[src/design/khc_pkg.sv]
`default_nettype none

package khc_pkg;

    // Table geometry: the window keeps K_MAX letters at two bits each.
    localparam int K_MAX        = 8;
    localparam int COUNT_WIDTH  = 32;
    localparam int INDEX_WIDTH  = 2 * K_MAX;
    localparam int LEN_WIDTH    = 4;
    localparam int SHIFT_WIDTH  = LEN_WIDTH + 1;
    localparam int QUEUE_DEPTH  = 4;
    localparam int QPTR_WIDTH   = 2;
    localparam int ADDR_WIDTH   = 2;
    localparam int DATA_WIDTH   = 32;

    localparam logic [LEN_WIDTH-1:0] KMER_LEN_RESET = LEN_WIDTH'(K_MAX);

    // Register byte addresses.
    localparam logic [ADDR_WIDTH-1:0] REG_KMER_LENGTH = 2'd0;

    // Transaction modes.
    localparam logic [1:0] MODE_LETTER = 2'd0;
    localparam logic [1:0] MODE_READ   = 2'd1;
    localparam logic [1:0] MODE_CLEAR  = 2'd2;

    // Operations handed from the front end to the counter engine.
    localparam logic [1:0] OP_NOP   = 2'd0;
    localparam logic [1:0] OP_INC   = 2'd1;
    localparam logic [1:0] OP_READ  = 2'd2;
    localparam logic [1:0] OP_CLEAR = 2'd3;

    // ASCII letters of the nucleotide alphabet.
    localparam logic [7:0] CH_A_UP = 8'h41;
    localparam logic [7:0] CH_C_UP = 8'h43;
    localparam logic [7:0] CH_G_UP = 8'h47;
    localparam logic [7:0] CH_T_UP = 8'h54;
    localparam logic [7:0] CH_U_UP = 8'h55;
    localparam logic [7:0] CH_A_LO = 8'h61;
    localparam logic [7:0] CH_C_LO = 8'h63;
    localparam logic [7:0] CH_G_LO = 8'h67;
    localparam logic [7:0] CH_T_LO = 8'h74;
    localparam logic [7:0] CH_U_LO = 8'h75;

    typedef struct packed {
        logic                   valid;
        logic [1:0]             code;
    } khc_letter_t;

    typedef struct packed {
        logic [1:0]             op;
        logic [INDEX_WIDTH-1:0] idx;
        logic [COUNT_WIDTH-1:0] total;
    } khc_op_t;

    typedef struct packed {
        logic                   counted;
        logic [INDEX_WIDTH-1:0] counted_index;
        logic [COUNT_WIDTH-1:0] count_value;
        logic [COUNT_WIDTH-1:0] total;
    } khc_result_t;

    typedef struct packed {
        logic                   busy;
        logic                   stage_valid;
        logic [QPTR_WIDTH:0]    out_count;
    } khc_back_status_t;

    function automatic khc_letter_t letter_code(input logic [7:0] s);
        khc_letter_t r;
        r.valid = 1'b1;
        r.code  = 2'd0;
        case (s)
            CH_A_UP, CH_A_LO: r.code = 2'd0;
            CH_C_UP, CH_C_LO: r.code = 2'd1;
            CH_G_UP, CH_G_LO: r.code = 2'd2;
            CH_T_UP, CH_T_LO, CH_U_UP, CH_U_LO: r.code = 2'd3;
            default: r.valid = 1'b0;
        endcase
        return r;
    endfunction

endpackage

`default_nettype wire

[src/design/khc_front.sv]
`default_nettype none

module khc_front
    import khc_pkg::*;
(
    input  wire logic                   clk,
    input  wire logic                   rst_n,
    input  wire logic                   psel,
    input  wire logic                   penable,
    input  wire logic                   pwrite,
    input  wire logic [ADDR_WIDTH-1:0]  paddr,
    input  wire logic [DATA_WIDTH-1:0]  pwdata,
    output logic [DATA_WIDTH-1:0]       prdata,
    output logic                        pready,
    input  wire logic                   push,
    input  wire logic                   stall,
    input  wire logic [1:0]             mode,
    input  wire logic [7:0]             symbol,
    input  wire logic                   seq_start,
    input  wire logic [INDEX_WIDTH-1:0] kmer_index,
    output logic                        q_push,
    output khc_op_t                     q_data
);

    logic [LEN_WIDTH-1:0]   kmer_length_reg;
    logic [INDEX_WIDTH-1:0] window_reg, window_next;
    logic [LEN_WIDTH-1:0]   held_reg, held_next;
    logic [COUNT_WIDTH-1:0] total_reg, total_next;
    logic [LEN_WIDTH-1:0]   k_eff;
    logic [INDEX_WIDTH-1:0] kmask;
    logic [INDEX_WIDTH-1:0] win_base, win_shift;
    logic [LEN_WIDTH-1:0]   held_base;
    khc_letter_t            letter;
    logic                   accept;

    assign pready = 1'b1;
    assign prdata = (paddr == REG_KMER_LENGTH)
                  ? DATA_WIDTH'(kmer_length_reg) : '0;
    assign accept = push && !stall;
    assign q_push = accept;

    always_comb
    begin
        if (kmer_length_reg == '0)
            k_eff = LEN_WIDTH'(1);
        else if (kmer_length_reg > LEN_WIDTH'(K_MAX))
            k_eff = LEN_WIDTH'(K_MAX);
        else
            k_eff = kmer_length_reg;
        for (int i = 0; i < INDEX_WIDTH; i++)
        begin
            kmask[i] = (SHIFT_WIDTH'(i) < {k_eff, 1'b0});
        end
    end

    always_comb
    begin
        letter      = letter_code(symbol);
        win_base    = seq_start ? '0 : window_reg;
        held_base   = seq_start ? '0 : held_reg;
        win_shift   = {win_base[INDEX_WIDTH-3:0], letter.code};
        window_next = window_reg;
        held_next   = held_reg;
        total_next  = total_reg;
        q_data.op    = OP_NOP;
        q_data.idx   = '0;
        case (mode)
            MODE_LETTER:
            begin
                if (!letter.valid)
                begin
                    window_next = '0;
                    held_next   = '0;
                end
                else
                begin
                    window_next = win_shift;
                    held_next   = (held_base < LEN_WIDTH'(K_MAX))
                                ? held_base + LEN_WIDTH'(1) : held_base;
                    if (held_next >= k_eff)
                    begin
                        total_next = total_reg + COUNT_WIDTH'(1);
                        q_data.op  = OP_INC;
                        q_data.idx = win_shift & kmask;
                    end
                end
            end
            MODE_READ:
            begin
                q_data.op  = OP_READ;
                q_data.idx = kmer_index & kmask;
            end
            MODE_CLEAR:
            begin
                q_data.op  = OP_CLEAR;
                q_data.idx = kmer_index & kmask;
            end
            default:
            begin
                q_data.op = OP_NOP;
            end
        endcase
        q_data.total = total_next;
    end

    always_ff @(posedge clk or negedge rst_n)
    begin
        if (!rst_n)
        begin
            kmer_length_reg <= KMER_LEN_RESET;
            window_reg      <= '0;
            held_reg        <= '0;
            total_reg       <= '0;
        end
        else
        begin
            if (psel && penable && pwrite && paddr == REG_KMER_LENGTH)
                kmer_length_reg <= pwdata[LEN_WIDTH-1:0];
            if (accept)
            begin
                window_reg <= window_next;
                held_reg   <= held_next;
                total_reg  <= total_next;
            end
        end
    end

endmodule

`default_nettype wire

[config.mk]
export PLATFORM = sky130hd
export DESIGN_NAME = khc_front
export DESIGN_NICKNAME = d
export VERILOG_FILES = /design/src/design/khc_pkg.sv /design/src/design/khc_front.sv
export SDC_FILE = /design/constraint.sdc
export NUM_CORES = 1
export LEC_CHECK = 0
export BUFFER_PORTS_ARGS = -buffer_cell sky130_fd_sc_hd__buf_2
export CAP_MARGIN = 0
export CORE_ASPECT_RATIO = 1.5
export CORE_MARGIN = 3
export CORE_UTILIZATION = 45
export DETAILED_ROUTE_END_ITERATION = 6
export GPL_TIMING_DRIVEN = 0
export PLACE_DENSITY_LB_ADDON = 0.25
export SYNTH_ARGS = -nofsm -noshare
export SYNTH_HDL_FRONTEND = slang
export SYNTH_SLANG_ARGS = --single-unit
[constraint.sdc]
create_clock -name clk -period 3 [get_ports clk]
set_clock_uncertainty 0.2 [all_clocks]
set_input_delay 0.45 -clock clk [delete_from_list [all_inputs] [get_ports clk]]
set_output_delay 0.45 -clock clk [all_outputs]
set_load 0.01 [all_outputs]
==> results.sh <==
export IMPL_outcome="complete, but fails checks"
export IMPL_violated_checks="negative setup slack"
export IMPL_synthesis_area_mm2=0.00379
export IMPL_io_pin_count=152
export IMPL_seq_power_share=0.434
export IMPL_timing_critical_path_mode_cell="sky130_fd_sc_hd__buf_4"
export IMPL_comb_power_share=0.216
export IMPL_setup_reg_to_reg_worst_slack_ns=-0.03
export IMPL_drt_pass1_iterations=6
export IMPL_ctsLongestPathBuffers=2
export IMPL_arrival_time_reported_for_the_critical_path_endpoint_ns=2.89
export IMPL_numPlacedInstances=646
export IMPL_cts_inserted_buffers=5
export IMPL_wl_per_cell_um=14.9
export IMPL_layout_commonest_cell="sky130_fd_sc_hd__buf_2"
export IMPL_worst_slew_pin_transition_ns=1.23
export IMPL_grt_pass1_wl_um=16600
export IMPL_drt_antenna_violating_nets=0
export IMPL_clock_root_buffer="sky130_fd_sc_hd__clkbuf_16"
export IMPL_synthXorXnorAreaFrac=0.146
export IMPL_floorplan_die_height_um=118
export IMPL_yosys_area_top_type="sky130_fd_sc_hd__dfrtp_1"
export IMPL_holdPathStages=2
export IMPL_final_max_slew_violation_count=0
export IMPL_antennaDiodeCount=0
export IMPL_std_cell_rows=40
export IMPL_grtUsageTotal=0.216
export IMPL_cell_internal_pwr_mw=1.29
export IMPL_worstPathCellList="buf_4, buf_4, a31oi_4, nor2_2, ha_1, o21a_1, o211ai_1, or3_1, buf_6, buf_12, nor3_4, xnor2_2, buf_2"
export IMPL_power_leakage_nw=2.60
export IMPL_setup_ws_ns=-0.542
export IMPL_clk_transition_reported_paths_ns=0.07
export IMPL_vdd_drop_max_mv=0.241
export IMPL_critical_path_slowest_cell="sky130_fd_sc_hd__dfrtp_1"
export IMPL_ys_warnings_count=0
export IMPL_p_sw_frac=0.280
export IMPL_area_share_of_the_largest_cell_type_after_synthesis=0.350
export IMPL_main_combinational_cell_family_by_area_after_synthesis="simple AND/OR/NAND/NOR gates"
export IMPL_place_ws_ns=-0.615
export IMPL_core_region_area_mm2=0.00811
export IMPL_clkSinkCount=54
export IMPL_powerDensity_mw_per_mm2=340
export IMPL_finalCriticalPeriod_ns=3.54
export IMPL_start_kind="flop"
export IMPL_synth_area_leaders="sky130_fd_sc_hd__dfrtp_1 (35%), sky130_fd_sc_hd__xnor2_1 (9.9%), sky130_fd_sc_hd__buf_4 (5.7%)"
export IMPL_max_cap_violations=0
export IMPL_timing_final_crit_share=1.18
export IMPL_globalRoute_totalOverflow=0
export IMPL_cp_top_family="buffers and inverters"
export IMPL_worst_hold_startpoint="pwdata[2]"
export IMPL_hold_end="kmer_length_reg[2]"
export IMPL_max_slew_margin_rel=0.177
export IMPL_grt_antenna_before_repair=0
export IMPL_layout_common_cells="sky130_fd_sc_hd__buf_2 (100), sky130_fd_sc_hd__dfrtp_1 (51), sky130_fd_sc_hd__nand2_1 (45), sky130_fd_sc_hd__buf_4 (45), sky130_fd_sc_hd__xnor2_1 (41)"
export IMPL_synthCells=421
export IMPL_critical_path_capture_point_type="output port"
export IMPL_path_max_fanout=6
export IMPL_via_count=3476
export IMPL_async_reset_ff_frac=1.00
export IMPL_syn_avg_cell_area_um2=9.00
export IMPL_synth_compound_area_share=0.104
export IMPL_synth_top_flop_cell="sky130_fd_sc_hd__dfrtp_1"
export IMPL_post_route_cells_drive_above_1_share=0.419
export IMPL_fin_cells=675
export IMPL_crit_path_max_incr_delay_ns=0.39
export IMPL_crit_buf_inv=5
export IMPL_setup_viol=51
export IMPL_drcViolationCount=0
export IMPL_via_per_inst=5.15
export IMPL_power_switching_uw=501
export IMPL_gp_congestion=0.835
export IMPL_synth_mux_area_frac=0.0201
export IMPL_grt_pass1_vias=3556
export IMPL_setup_tns_final_ns=-19.72
export IMPL_pwr_share_clk=0.350
export IMPL_initial_utilization=0.467
export IMPL_worstRegToRegCells=14
export IMPL_reg2reg_to="total_reg[30]"
export IMPL_tritoncts="done"
export IMPL_synth_lib_cells_used_distinct=52
export IMPL_ys_seq_area_frac=0.357
export IMPL_timing_final_hold_violations=0
export IMPL_synth_ff_latch_count=54
export IMPL_final_hold_worst_slack_ns=0.183
export IMPL_routed_wl_um=10100
export IMPL_h_tree_depth=2
export IMPL_number_of_flip_flops_under_the_largest_register_name=32
export IMPL_final_nets=645
export IMPL_fmax_mhz=282
export IMPL_syn_to_final_growth_pct=38.7
export IMPL_rsz0062_at_grt="true"
export IMPL_grt_start_max_net_pins=55
export IMPL_dp_hpwl_um=7350
export IMPL_synth_edff_count=0
export IMPL_cts_hold_repair_buffers=0
export IMPL_clock_latency_ns=0.30
export IMPL_post_synth_fa_ha_maj_area_fraction=0.0264
export IMPL_critical_r2r_launch="held_reg[1]"
export IMPL_critPathRequiredTime_ns=2.35
export IMPL_die_width_um=80.9
export IMPL_hold_class="in -> reg"
export IMPL_crit_type="reg -> out"
export IMPL_placement_io_buffers=93
export IMPL_area_enclosed_by_the_die_boundary_mm2=0.00958
export IMPL_drt_iter0_markers=146
export IMPL_synth_simple_gate_area_frac=0.245
[per-stage QoR]
step / instance area (um^2) / util / total power, mW
after global routing: 5260 / 0.648 / 1.86
after detailed placement: 4600 / 0.568 / 1.09
after global placement: 4600 / 0.568 / 1.08
after floorplan: 4010 / - / 0.974
after CTS: 5110 / 0.630 / 1.75
final: 5260 / 0.648 / 1.79
[worst reg2reg max path, cell delays in order, from the launching register on]
cell and delay, ns:
sky130_fd_sc_hd__dfrtp_1 0.39, sky130_fd_sc_hd__buf_4 0.14, sky130_fd_sc_hd__buf_4 0.14, sky130_fd_sc_hd__a31oi_4 0.20, sky130_fd_sc_hd__nor2_2 0.05, sky130_fd_sc_hd__ha_1 0.28, sky130_fd_sc_hd__o21a_1 0.14, sky130_fd_sc_hd__buf_4 0.11
sky130_fd_sc_hd__buf_6 0.09, sky130_fd_sc_hd__buf_4 0.09, sky130_fd_sc_hd__nor2_1 0.09, sky130_fd_sc_hd__or4_4 0.55, sky130_fd_sc_hd__buf_8 0.17, sky130_fd_sc_hd__nor3_2 0.14, sky130_fd_sc_hd__xor2_1 0.17
[worst max-delay path by stage]
stage | slack, ns | cells past startpoint | from | to
6_report | -0.54 | 13 | held_reg[1] | q_data[20]
5_1_grt | -0.66 | 14 | held_reg[1] | q_data[20]
4_1_cts | -0.49 | 14 | held_reg[1] | q_data[20]
3_5_place_dp | -0.62 | 14 | seq_start | q_data[11]
3_3_place_gp | -0.58 | 14 | seq_start | q_data[38]
2_1_floorplan | -0.09 | 13 | seq_start | q_data[24]
[layout make-up]
class                           count  area [um^2]
Multi-Input combinational cell    333         2540
Buffer                             52          372
Fill cell                         697         2850
Sequential cell                    54         1360
Timing Repair Buffer              114          659
Tap cell                          105          131
Clock buffer                        7          153
Clock inverter                      1         8.76
Inverter                            9         33.8
[cell usage after synthesis, types with 2 or more instances]
cell / n
sky130_fd_sc_hd__dfrtp_1: 53
sky130_fd_sc_hd__nand2_1: 45
sky130_fd_sc_hd__xnor2_1: 43
sky130_fd_sc_hd__nor2_1: 35
sky130_fd_sc_hd__buf_4: 29
sky130_fd_sc_hd__nand3_1: 24
sky130_fd_sc_hd__xor2_1: 20
sky130_fd_sc_hd__nor3_1: 19
sky130_fd_sc_hd__a22oi_1: 15
sky130_fd_sc_hd__nand4_1: 15
sky130_fd_sc_hd__a22o_1: 12
sky130_fd_sc_hd__clkbuf_1: 10
sky130_fd_sc_hd__inv_1: 9
sky130_fd_sc_hd__buf_2: 8
sky130_fd_sc_hd__ha_1: 8
sky130_fd_sc_hd__nor3_2: 7
sky130_fd_sc_hd__and3_1: 6
sky130_fd_sc_hd__a21oi_1: 5
sky130_fd_sc_hd__mux2_2: 5
sky130_fd_sc_hd__o21ai_0: 5
sky130_fd_sc_hd__nor2b_1: 4
sky130_fd_sc_hd__nand2b_1: 3
sky130_fd_sc_hd__nor4_1: 3
sky130_fd_sc_hd__a31oi_1: 2
sky130_fd_sc_hd__and2_1: 2
sky130_fd_sc_hd__and3b_1: 2
sky130_fd_sc_hd__buf_6: 2
sky130_fd_sc_hd__clkbuf_2: 2
sky130_fd_sc_hd__conb_1: 2
sky130_fd_sc_hd__mux2i_1: 2
sky130_fd_sc_hd__o211ai_1: 2
sky130_fd_sc_hd__o31ai_1: 2
[power by group through the flow]
stage                     sequential, mW  combinational, mW  clock, mW
after floorplan                    0.777              0.197          0
after global placement             0.789              0.290          0
after detailed placement           0.788              0.297          0
after CTS                          0.774              0.346      0.634
after global routing               0.779              0.423      0.661
final                              0.776              0.387      0.626
[what timing repair did]
item | in CTS | in global routing
buffers inserted | 14 | 5
pin swaps | 26 | 15
endpoints found under the setup margin | 49 | 63
gates resized for setup | 45 | 31
gates cloned | 2 | 1
[routing by layer]
| layer | vias up | GRT usage | share of wire |
|---|---|---|---|
| met2 | 119 | 0.392 | 0.55 |
| li1 | 1691 | - | - |
| met4 | 0 | 0.0846 | 0.027 |
| met1 | 1645 | 0.245 | 0.37 |
| met5 | - | 0 | 0 |
| met3 | 21 | 0.0313 | 0.051 |
[kinds of logic after synthesis]
kind of cell	Yosys count
other cells	2
fa+ha+maj	8
mux	7
buf+inv	61
simple gates	175
compound gates	51
flops	54
xor+xnor	63
No activity file was read; power rests on OpenSTA's default activity.
