<file path="config.mk">
export PLATFORM = sky130hd
export DESIGN_NAME = khc_op_queue
export DESIGN_NICKNAME = d
export VERILOG_FILES = /design/src/design/khc_pkg.sv /design/src/design/khc_op_queue.sv
export SDC_FILE = /design/constraint.sdc
export NUM_CORES = 1
export LEC_CHECK = 0
export ABC_AREA = 1
export ABC_CLOCK_PERIOD_IN_PS = 3060
export BUFFER_PORTS_ARGS = -buffer_cell sky130_fd_sc_hd__buf_2
export CORE_ASPECT_RATIO = 0.7
export CORE_MARGIN = 3
export CORE_UTILIZATION = 40
export CTS_CLUSTER_DIAMETER = 50
export CTS_CLUSTER_SIZE = 14
export DETAILED_ROUTE_END_ITERATION = 10
export SYNTH_ARGS = -nofsm -noshare
export SYNTH_HDL_FRONTEND = slang
export SYNTH_SLANG_ARGS = --single-unit
</file>
<file path="constraint.sdc">
create_clock -name clk -period 3.06 [get_ports clk]
set_input_delay 0.153 -clock clk [delete_from_list [all_inputs] [get_ports clk]]
set_output_delay 0.153 -clock clk [all_outputs]
set_load 0.05 [all_outputs]
</file>
<file path="src/design/khc_pkg.sv">
`default_nettype none

package khc_pkg;

    // Table geometry: the window keeps K_MAX letters at two bits each.
    localparam int K_MAX        = 8;
    localparam int COUNT_WIDTH  = 32;
    localparam int INDEX_WIDTH  = 2 * K_MAX;
    localparam int LEN_WIDTH    = 4;
    localparam int SHIFT_WIDTH  = LEN_WIDTH + 1;
    localparam int QUEUE_DEPTH  = 4;
    localparam int QPTR_WIDTH   = 2;
    localparam int ADDR_WIDTH   = 2;
    localparam int DATA_WIDTH   = 32;

    localparam logic [LEN_WIDTH-1:0] KMER_LEN_RESET = LEN_WIDTH'(K_MAX);

    // Register byte addresses.
    localparam logic [ADDR_WIDTH-1:0] REG_KMER_LENGTH = 2'd0;

    // Transaction modes.
    localparam logic [1:0] MODE_LETTER = 2'd0;
    localparam logic [1:0] MODE_READ   = 2'd1;
    localparam logic [1:0] MODE_CLEAR  = 2'd2;

    // Operations handed from the front end to the counter engine.
    localparam logic [1:0] OP_NOP   = 2'd0;
    localparam logic [1:0] OP_INC   = 2'd1;
    localparam logic [1:0] OP_READ  = 2'd2;
    localparam logic [1:0] OP_CLEAR = 2'd3;

    // ASCII letters of the nucleotide alphabet.
    localparam logic [7:0] CH_A_UP = 8'h41;
    localparam logic [7:0] CH_C_UP = 8'h43;
    localparam logic [7:0] CH_G_UP = 8'h47;
    localparam logic [7:0] CH_T_UP = 8'h54;
    localparam logic [7:0] CH_U_UP = 8'h55;
    localparam logic [7:0] CH_A_LO = 8'h61;
    localparam logic [7:0] CH_C_LO = 8'h63;
    localparam logic [7:0] CH_G_LO = 8'h67;
    localparam logic [7:0] CH_T_LO = 8'h74;
    localparam logic [7:0] CH_U_LO = 8'h75;

    typedef struct packed {
        logic                   valid;
        logic [1:0]             code;
    } khc_letter_t;

    typedef struct packed {
        logic [1:0]             op;
        logic [INDEX_WIDTH-1:0] idx;
        logic [COUNT_WIDTH-1:0] total;
    } khc_op_t;

    typedef struct packed {
        logic                   counted;
        logic [INDEX_WIDTH-1:0] counted_index;
        logic [COUNT_WIDTH-1:0] count_value;
        logic [COUNT_WIDTH-1:0] total;
    } khc_result_t;

    typedef struct packed {
        logic                   busy;
        logic                   stage_valid;
        logic [QPTR_WIDTH:0]    out_count;
    } khc_back_status_t;

    function automatic khc_letter_t letter_code(input logic [7:0] s);
        khc_letter_t r;
        r.valid = 1'b1;
        r.code  = 2'd0;
        case (s)
            CH_A_UP, CH_A_LO: r.code = 2'd0;
            CH_C_UP, CH_C_LO: r.code = 2'd1;
            CH_G_UP, CH_G_LO: r.code = 2'd2;
            CH_T_UP, CH_T_LO, CH_U_UP, CH_U_LO: r.code = 2'd3;
            default: r.valid = 1'b0;
        endcase
        return r;
    endfunction

endpackage

`default_nettype wire

</file>
<file path="src/design/khc_op_queue.sv">
`default_nettype none

module khc_op_queue
    import khc_pkg::*;
(
    input  wire logic    clk,
    input  wire logic    rst_n,
    input  wire logic    wr_en,
    input  wire khc_op_t wr_data,
    input  wire logic    rd_en,
    output khc_op_t      rd_data,
    output logic         full,
    output logic         empty
);

    khc_op_t               entry_reg [QUEUE_DEPTH];
    logic [QPTR_WIDTH-1:0] wptr_reg, rptr_reg;
    logic [QPTR_WIDTH:0]   count_reg;
    logic                  do_wr, do_rd;

    assign full    = (count_reg == (QPTR_WIDTH+1)'(QUEUE_DEPTH));
    assign empty   = (count_reg == '0);
    assign rd_data = entry_reg[rptr_reg];
    assign do_wr   = wr_en && !full;
    assign do_rd   = rd_en && !empty;

    always_ff @(posedge clk)
    begin
        if (do_wr)
            entry_reg[wptr_reg] <= wr_data;
    end

    always_ff @(posedge clk or negedge rst_n)
    begin
        if (!rst_n)
        begin
            wptr_reg  <= '0;
            rptr_reg  <= '0;
            count_reg <= '0;
        end
        else
        begin
            if (do_wr)
                wptr_reg <= wptr_reg + QPTR_WIDTH'(1);
            if (do_rd)
                rptr_reg <= rptr_reg + QPTR_WIDTH'(1);
            if (do_wr && !do_rd)
                count_reg <= count_reg + (QPTR_WIDTH+1)'(1);
            else if (do_rd && !do_wr)
                count_reg <= count_reg - (QPTR_WIDTH+1)'(1);
        end
    end

endmodule

`default_nettype wire

</file>
==> results of run 1 <==
[cells in the final DEF, fill, tap and decap left out, types with 2 or more instances in the layout]
cell / Yosys / routed
buf_12: 0 / 7
buf_2: 8 / 105
buf_4: 0 / 3
bufinv_16: 0 / 3
clkbuf_16: 0 / 21
clkinv_4: 0 / 2
dfrtp_1: 7 / 6
dlygate4sd3_1: 0 / 53
edfxtp_1: 200 / 200
ha_1: 5 / 5
inv_1: 113 / 113
inv_2: 4 / 3
nand2_1: 168 / 168
nand3_1: 7 / 7
nor2_4: 0 / 4
o211ai_1: 41 / 41
o211ai_2: 59 / 59
[layer usage]
metal,share of wire,routed length (um),vias up
met4,0.016,274,0
met3,0.054,928,23
li1,-,-,2531
met2,0.49,8450,101
met1,0.44,7690,2492
met5,0,0,-
[power groups by stage]
stage / Combinational [uW] / Sequential, uW / Clock [uW]
2_1_floorplan: 4050 / 3960 / 0
3_3_place_gp: 5030 / 3930 / 0
3_5_place_dp: 5120 / 3960 / 0
4_1_cts: 5190 / 3910 / 2530
5_1_grt: 5520 / 3940 / 2640
6_report: 5100 / 3900 / 2440
[per-stage QoR]
step           total power [uW]  worst slack (ps)  TNS, ps
6_report                  11400               613        0
2_1_floorplan              8000              -214   -42750
3_3_place_gp               8970              1030        0
5_1_grt                   12100               422        0
3_5_place_dp               9090               959        0
4_1_cts                   11600               566        0
[cell type report]
class / count / area [sq um] / share of cell area
inverter: 117 / 444 / 0.0415
clock buffer: 21 / 526 / 0.0491
timing repair buffer: 168 / 1220 / 0.114
sequential: 207 / 6180 / 0.578
tap: 276 / 345 / 0.0323
clock inverter: 7 / 119 / 0.0111
multi-input combinational: 288 / 1860 / 0.174
[cell families (layout without fill, tap and decap cells)]
kind of cell | after synthesis | after routing | synth area share
flops | 207 | 207 | 0.707
simple gates | 180 | 180 | 0.0786
buf+inv | 150 | 313 | 0.0840
compound gates | 101 | 101 | 0.120
fa+ha+maj | 6 | 6 | 0.00944
xor+xnor | 1 | 1 | 0.00100
[worst max-delay path by stage]
stage                      endpoint          from  slack, ps  cells past startpoint
finish                  rd_data[13]   rptr_reg[0]        610                      5
global placement       count_reg[1]  count_reg[0]       1030                      9
detailed placement     count_reg[1]  count_reg[0]        960                      9
floorplan           entry_reg[0][0]  count_reg[0]       -210                      4
global route             rd_data[5]   rptr_reg[0]        420                      5
CTS                     rd_data[13]   rptr_reg[0]        570                      5
==> results.toml, run 1 <==
[finish]
area_delta_synth_final_pct = 22.3
largest_reg_flops = 200
final_util = 0.507
n_fill_cell = 1804
antenna_cells = 0
layout-drive-gt1-share = 0.260
final_area_sq_mm = 0.0107
nets = 862
final_cells = 1084

[global_routing]
use_met3 = 0.0334
grt_pass1_vias = 5202
use_met2 = 0.258
overflow = 0
busiest_layer = "met2"
grt_max_degree = 75
antenna_found_initial = 0
met1_usage = 0.187
track_usage = 0.145
grt_pass1_wl_um = 27300

[synth]
syn_avg_cell_area_sq_um = 13.6
synth_cell_types = 18
synthArstFlopShare = 0.0338
synth.most_common_cell = "edfxtp_1"
yosysTopAreaCell = "edfxtp_1"
synthCells = 645
yosysSeqAreaShare = 0.707
yosys_warnings = 0
synth_seq_cells = 207
synth_top_cell_area_share = 0.687
synth_edf_count = 200
syn_area_sq_mm = 0.00874
synth_flop_cell = "edfxtp_1"
synthTopCellsByArea = "edfxtp_1, o211ai_2, nand2_1"
syn_nets = 705
synthTopCellsByCount = "edfxtp_1, nand2_1, inv_1, o211ai_2, o211ai_1"

[sta]
period_minus_slack_ps = 2450
holdWs_ps = 42.3
fmax_mhz = 409
finClkSkew_ps = 11.4
setup_viol_count_final = 0
final_max_slew_viol_count = 0
rsz0062_at_grt = "false"
tightest_slew_ps = 876
slew_headroom = 0.416
hold_viol = 0
min_period_over_period = 0.800

[power]
comb_power_share = 0.446
p_switching_uw = 4990
power.density_mw_per_mm2 = 1070
power_frac_seq = 0.341
swShare = 0.436
peakVddDrop_v = 0.000548
internal_power_uw = 6460
p_clk_frac = 0.213
p_leak_uw = 0.00439

[floorplan]
fp.dieArea_sq_mm = 0.0237
pin_count = 106
initial_core_util = 0.415
num_rows = 44
die_h_um = 130
coreArea_sq_mm = 0.0211
die_w_um = 183

[placement]
dp_hpwl_um = 9730
dp_cells = 1003
io_buffers = 105
routabilityCongestion = 0.718
place_area_sq_mm = 0.00952

[worst_setup_path]
crit_path_start_kind = "register"
critPathTopFamily = "buffers and inverters"
reg2reg_to = "count_reg[1]"
r2r_start = "count_reg[0]"
worstSetupPathType = "register to output port"
cpMaxStageDelayCell = "dfrtp_1"
critPathBufInv = 3
critical-path-max-stage-delay_ps = 440
crit_chain = "inv_6, buf_4, o211ai_1, nand2_1, buf_2"
worstPathRequired_ps = 2910
worstRegToRegCells = 9
endpoint_kind = "output port"
r2r_slack_ps = 930
cp.arrival_ps = 2290
critPathMaxFanout = 74

[clock_tree]
clockBufferDepth = 3
cts_buffers = 20
clk-insertion-delay-late_ps = 480
cts_hold_buf = 53
clk_pin_slew_worst_paths_ps = 60
root_buffer = "clkbuf_16"
h-tree-depth = 1
cts_tree = "yes"
cts_num_sinks = 207
post_cts_resized = 0
post_cts_buffers = 0

[run]
drv_cap = 0

[outcome]
status = "complete, no violations"

[drt]
ant_nets = 0
wire_per_inst_um = 16.0
vias = 5147
drtIter0Drc = 188
viasPerCell = 4.75
wl_um = 17300
drc = 0
drtPass1Iterations = 4

[hold_path]
hp-class = "primary input to async pin"
(Power assumes the default switching activity.)
==> run 2, diff against run 1 <==
--- a/config.mk
+++ b/config.mk
@@ -5,8 +5,8 @@
 export SDC_FILE = /design/constraint.sdc
 export NUM_CORES = 1
 export LEC_CHECK = 0
-export ABC_AREA = 1
-export ABC_CLOCK_PERIOD_IN_PS = 3060
+export ABC_AREA = 0
+export ABC_CLOCK_PERIOD_IN_PS = 2500
 export BUFFER_PORTS_ARGS = -buffer_cell sky130_fd_sc_hd__buf_2
 export CORE_ASPECT_RATIO = 0.7
 export CORE_MARGIN = 3
==> constraint.sdc (replaced) <==
create_clock -name clk -period 2.5 [get_ports clk]
set_input_delay 0.125 -clock clk [delete_from_list [all_inputs] [get_ports clk]]
set_output_delay 0.125 -clock clk [all_outputs]
set_load 0.05 [all_outputs]
==> run 2 against run 1 <==
  * Clock power grew 7%
  * Via count is 30% lower
  * Setup slack lost 280 ps
  * Critical path type is now register to register
==> results.toml, run 2 <==
[placement]
routabilityCongestion = 0.676
dp_hpwl_um = 8150
place_area_sq_mm = 0.00851
io_buffers = 105
dp_cells = 639

[drt]
wire_per_inst_um = 19.4
viasPerCell = 4.96
vias = 3582
drtIter0Drc = 221
drc = 0
ant_nets = 0
drtPass1Iterations = 4
wl_um = 14000

[clock_tree]
clk_pin_slew_worst_paths_ps = 60
cts_num_sinks = 207
cts_buffers = 19
post_cts_resized = 0
cts_hold_buf = 54
post_cts_buffers = 0
clk-insertion-delay-late_ps = 470
cts_tree = "yes"
root_buffer = "clkbuf_16"
clockBufferDepth = 3
h-tree-depth = 1

[synth]
yosys_warnings = 0
yosysTopAreaCell = "edfxtp_1"
synth.most_common_cell = "edfxtp_1"
synthTopCellsByCount = "edfxtp_1, mux4_2, dfrtp_1"
synth_top_cell_area_share = 0.779
synthCells = 298
syn_avg_cell_area_sq_um = 25.9
yosysSeqAreaShare = 0.802
synth_edf_count = 200
syn_area_sq_mm = 0.00770
synth_cell_types = 22
synthArstFlopShare = 0.0338
synth_seq_cells = 207
synthTopCellsByArea = "edfxtp_1, mux4_2, dfrtp_1"
syn_nets = 358
synth_flop_cell = "edfxtp_1"

[worst_setup_path]
crit_start = "count_reg[0]"
critPathMaxFanout = 4
critPathTopFamily = "simple AND/OR/NAND/NOR gates"
endpoint_kind = "register"
cpMaxStageDelayCell = "dfrtp_1"
worstSetupPathType = "register to register"
r2r_start = "count_reg[0]"
timing.critical_path.mode_cell = "xor2_1"
crit_chain = "or3_1, nand2_1, ha_1, inv_1, fa_1, xor2_1, nor2_1, xor2_1"
crit_path_start_kind = "register"
worstPathRequired_ps = 2900
critPathBufInv = 1
cp.arrival_ps = 2560
critical-path-max-stage-delay_ps = 450

[run]
drv_cap = 0

[sta]
fmax_mhz = 461
tightest_slew_ps = 436
finClkSkew_ps = 17.3
final_max_slew_viol_count = 0
slew_headroom = 0.709
min_period_over_period = 0.868
period_minus_slack_ps = 2170
setup_viol_count_final = 0
setup_tns_ps = 0
rsz0062_at_grt = "false"
hold_viol = 0

[floorplan]
fp.dieArea_sq_mm = 0.0210
num_rows = 41
pin_count = 106
die_w_um = 172
initial_core_util = 0.417
coreArea_sq_mm = 0.0185
die_h_um = 122

[global_routing]
grt_max_degree = 28
grt_pass1_wl_um = 21200
track_usage = 0.134
overflow = 0
grt_pass1_vias = 3844
antenna_found_initial = 0

[finish]
final_cells = 722
layout-drive-gt1-share = 0.407
largest_reg_flops = 200
final-seq-area_sq_mm = 0.00619
multi_input_area_sq_mm = 0.00137
area_delta_synth_final_pct = 24.6
antenna_cells = 0
n_fill_cell = 1448
nets = 538
final_cell_mix = "edfxtp_1, buf_2, dlygate4sd3_1"
layout_commonest_cell = "edfxtp_1"
final_area_sq_mm = 0.00960

[hold_path]
hp-class = "primary input to register"
min_from = "wr_en"

[power]
p_leak_uw = 0.00335
power.density_mw_per_mm2 = 1290
peakVddDrop_v = 0.000672

[outcome]
status = "complete, no violations"
-- run 2: changes by cell type after synthesis, sizes merged, moves of 4 or more --
cell	change
and2	+4
buf	-16
clkbuf	-4
inv	-113
mux4	+50
nand2	-167
nand3	-6
o211ai	-100
-- run 2: final timing paths --
path / cells after the start / to / slack (ps)
max in group asynchronous: 4 / rptr_reg[1] / 1090
hold reg to reg: 1 / count_reg[2] / 510
setup reg to reg: 8 / count_reg[2] / 330
setup / recovery: 8 / count_reg[2] / 330
min in group asynchronous: 3 / rptr_reg[0] / 520
hold / removal: 4 / wptr_reg[0] / 130
-- run 2: worst min-delay path, cell delays in order --
cell     delay [ps]
buf_2            80
nor2b_1         120
buf_4           160
xnor2_1          70
-- run 2: cells by family after synthesis --
family                   synth area share
flip-flops                          0.802
adder cells (fa/ha/maj)            0.0107
AND/OR/NAND/NOR                   0.00812
buffers and inverters              0.0216
multiplexers                        0.151
XOR/XNOR                          0.00682
-- run 2: stage by stage --
stage / hold WS (ps) / total power (uW) / utilization / setup WS [ps]
after floorplan: -171 / 8840 / - / 6.89
after global placement: -33.3 / 9830 / 0.461 / 436
after detailed placement: -32.0 / 9920 / 0.461 / 332
after CTS: 110 / 12600 / 0.520 / 311
after global routing: 118 / 13000 / 0.520 / 203
final: 131 / 12400 / 0.520 / 331
-- run 2: cell type report --
| type | count | area share |
|---|---|---|
| Multi-Input combinational cell | 74 | 0.143 |
| Sequential cell | 207 | 0.644 |
| Timing Repair Buffer | 172 | 0.124 |
| Clock buffer | 24 | 0.0515 |
| Inverter | 4 | 0.00156 |
| Clock inverter | 5 | 0.00534 |
| Tap cell | 236 | 0.0308 |
-- run 2: routing by layer --
layer	routed length (um)	vias up	share of wire	GRT usage
met5	0	-	0	0
met3	845	20	0.060	0.0324
met1	6070	1836	0.43	0.182
met4	238	0	0.017	0.0299
li1	-	1618	-	-
met2	6820	108	0.49	0.224
-- run 2: report_power, final --
part	total [uW]	switching, uW	internal, uW
Clock	2600	1110	1490
Combinational	5010	3440	1570
Sequential	4780	183	4600
==> run 3, diff against run 2 <==
--- a/config.mk
+++ b/config.mk
@@ -5,7 +5,7 @@
 export SDC_FILE = /design/constraint.sdc
 export NUM_CORES = 1
 export LEC_CHECK = 0
-export ABC_AREA = 0
+export ABC_AREA = 1
 export ABC_CLOCK_PERIOD_IN_PS = 2500
 export BUFFER_PORTS_ARGS = -buffer_cell sky130_fd_sc_hd__buf_2
 export CORE_ASPECT_RATIO = 0.7
==> run 3 against run 2 <==
  * Sequential share of layout area is 6.5 points lower
  * Critical path depth is 2 lower
  * Fmax is 2.6% lower
  * Wire length is 25% higher
  * Largest cell class unchanged
==> results.toml, run 3 (synthesis gave the netlist of run 1 again) <==
[floorplan]
initial_core_util = 0.415
pin_count = 106
num_rows = 44
fp.dieArea_sq_mm = 0.0237
die_h_um = 130
die_w_um = 183
coreArea_sq_mm = 0.0211

[drt]
drtPass1Iterations = 4
vias = 5174
drtIter0Drc = 231
wl_um = 17400
wire_per_inst_um = 15.9
drc = 0
viasPerCell = 4.73
ant_nets = 0

[global_routing]
use_met3 = 0.0329
busiest_layer = "met2"
grt_max_degree = 53
track_usage = 0.150
use_met2 = 0.265
grt_pass1_wl_um = 28100
grt_pass1_vias = 5313
met1_usage = 0.192
antenna_found_initial = 1
overflow = 0

[power]
p_leak_uw = 0.00440
power.density_mw_per_mm2 = 1300
power_uw = 13800
peakVddDrop_v = 0.000686

[finish]
final_util = 0.506
largest_reg_flops = 200
area_delta_synth_final_pct = 22.1
nets = 870
layout_commonest_cell = "edfxtp_1"
final_cell_mix = "edfxtp_1, nand2_1, inv_1"
layout-drive-gt1-share = 0.263

[clock_tree]
cts_tree = "yes"
clk_pin_slew_worst_paths_ps = 60
clockBufferDepth = 3
h-tree-depth = 1
post_cts_resized = 0
clk-insertion-delay-late_ps = 480
cts_num_sinks = 207
root_buffer = "clkbuf_16"
cts_buffers = 20

[worst_setup_path]
crit_path_start_kind = "register"
timing.critical_path.mode_cell = "nand2_1"
endpoint_kind = "output port"
critical-path-max-stage-delay_ps = 440
cp.arrival_ps = 2100
critPathMaxFanout = 36
crit_chain = "inv_6, buf_4, nand2_1, o211ai_1, nand2_1, buf_2"
cpMaxStageDelayCell = "dfrtp_1"
worstRegToRegCells = 10
worstSetupPathType = "register to output port"
worstPathRequired_ps = 2380

[placement]
routabilityCongestion = 0.774
dp_hpwl_um = 10400
dp_worst_setup_slack_ps = 630
io_buffers = 105

[sta]
tightest_slew_ps = 519
holdWs_ps = 390
setup_ws_ps = 273
rsz0062_at_grt = "false"
final_max_slew_viol_count = 0
setup_viol_count_final = 0
period_minus_slack_ps = 2230
slew_headroom = 0.654
hold_viol = 0
min_period_over_period = 0.891
fmax_mhz = 449
finClkSkew_ps = 13.6
setup_tns_ps = 0

[outcome]
status = "complete, no violations"

[hold_path]
min_delay_path_depth = 2
hp-class = "primary input to register"

[run]
drv_cap = 0
## run 3: worst max-delay path: cells and delay by family (launching register included)
family,cells,cell delay [ps]
AO/OA/AOI/OAI,1,90
buffers and inverters,3,880
flip-flops,1,440
AND/OR/NAND/NOR,2,200
## run 3: cell type report
class | instances | area, sq um
fill | 1759 | 10400
sequential | 207 | 6180
multi-input combinational | 288 | 1860
timing repair buffer | 176 | 1250
clock buffer | 23 | 533
inverter | 117 | 444
tap | 276 | 345
clock inverter | 6 | 65.1
antenna | 1 | 2.50
## run 3: worst paths after layout
kind                              startpoint               end  slack, ps
worst max-delay path             rptr_reg[0]       rd_data[13]        270
worst min-delay path             wr_data[22]  entry_reg[3][22]        390
worst max register to register  count_reg[0]      count_reg[2]        590
worst min register to register  count_reg[2]      count_reg[2]        520
max in group asynchronous              rst_n      count_reg[0]       1200
min in group asynchronous              rst_n       wptr_reg[1]        540
## run 3: stage by stage
step	area, sq um	std cells
2_1_floorplan	8740	645
6_report	10700	1094
4_1_cts	10700	1093
3_3_place_gp	9530	1009
3_5_place_dp	9530	1009
5_1_grt	10700	1094
## run 3: repair_timing
item,CTS,global route
hold buffers,55,0
buffers inserted,0,0
hold endpoints to repair,211,0
## run 3: layer usage
metal	part of all wire	vias to the layer above
li1	-	2553
met1	0.45	2479
met2	0.48	119
met3	0.053	23
met4	0.019	0
met5	0	-
## run 3: report_power, final
| group | internal, uW | switching, uW |
|---|---|---|
| Sequential | 4570 | 214 |
| Clock | 1620 | 1180 |
| Combinational | 1530 | 4730 |
| Total | 7720 | 6130 |
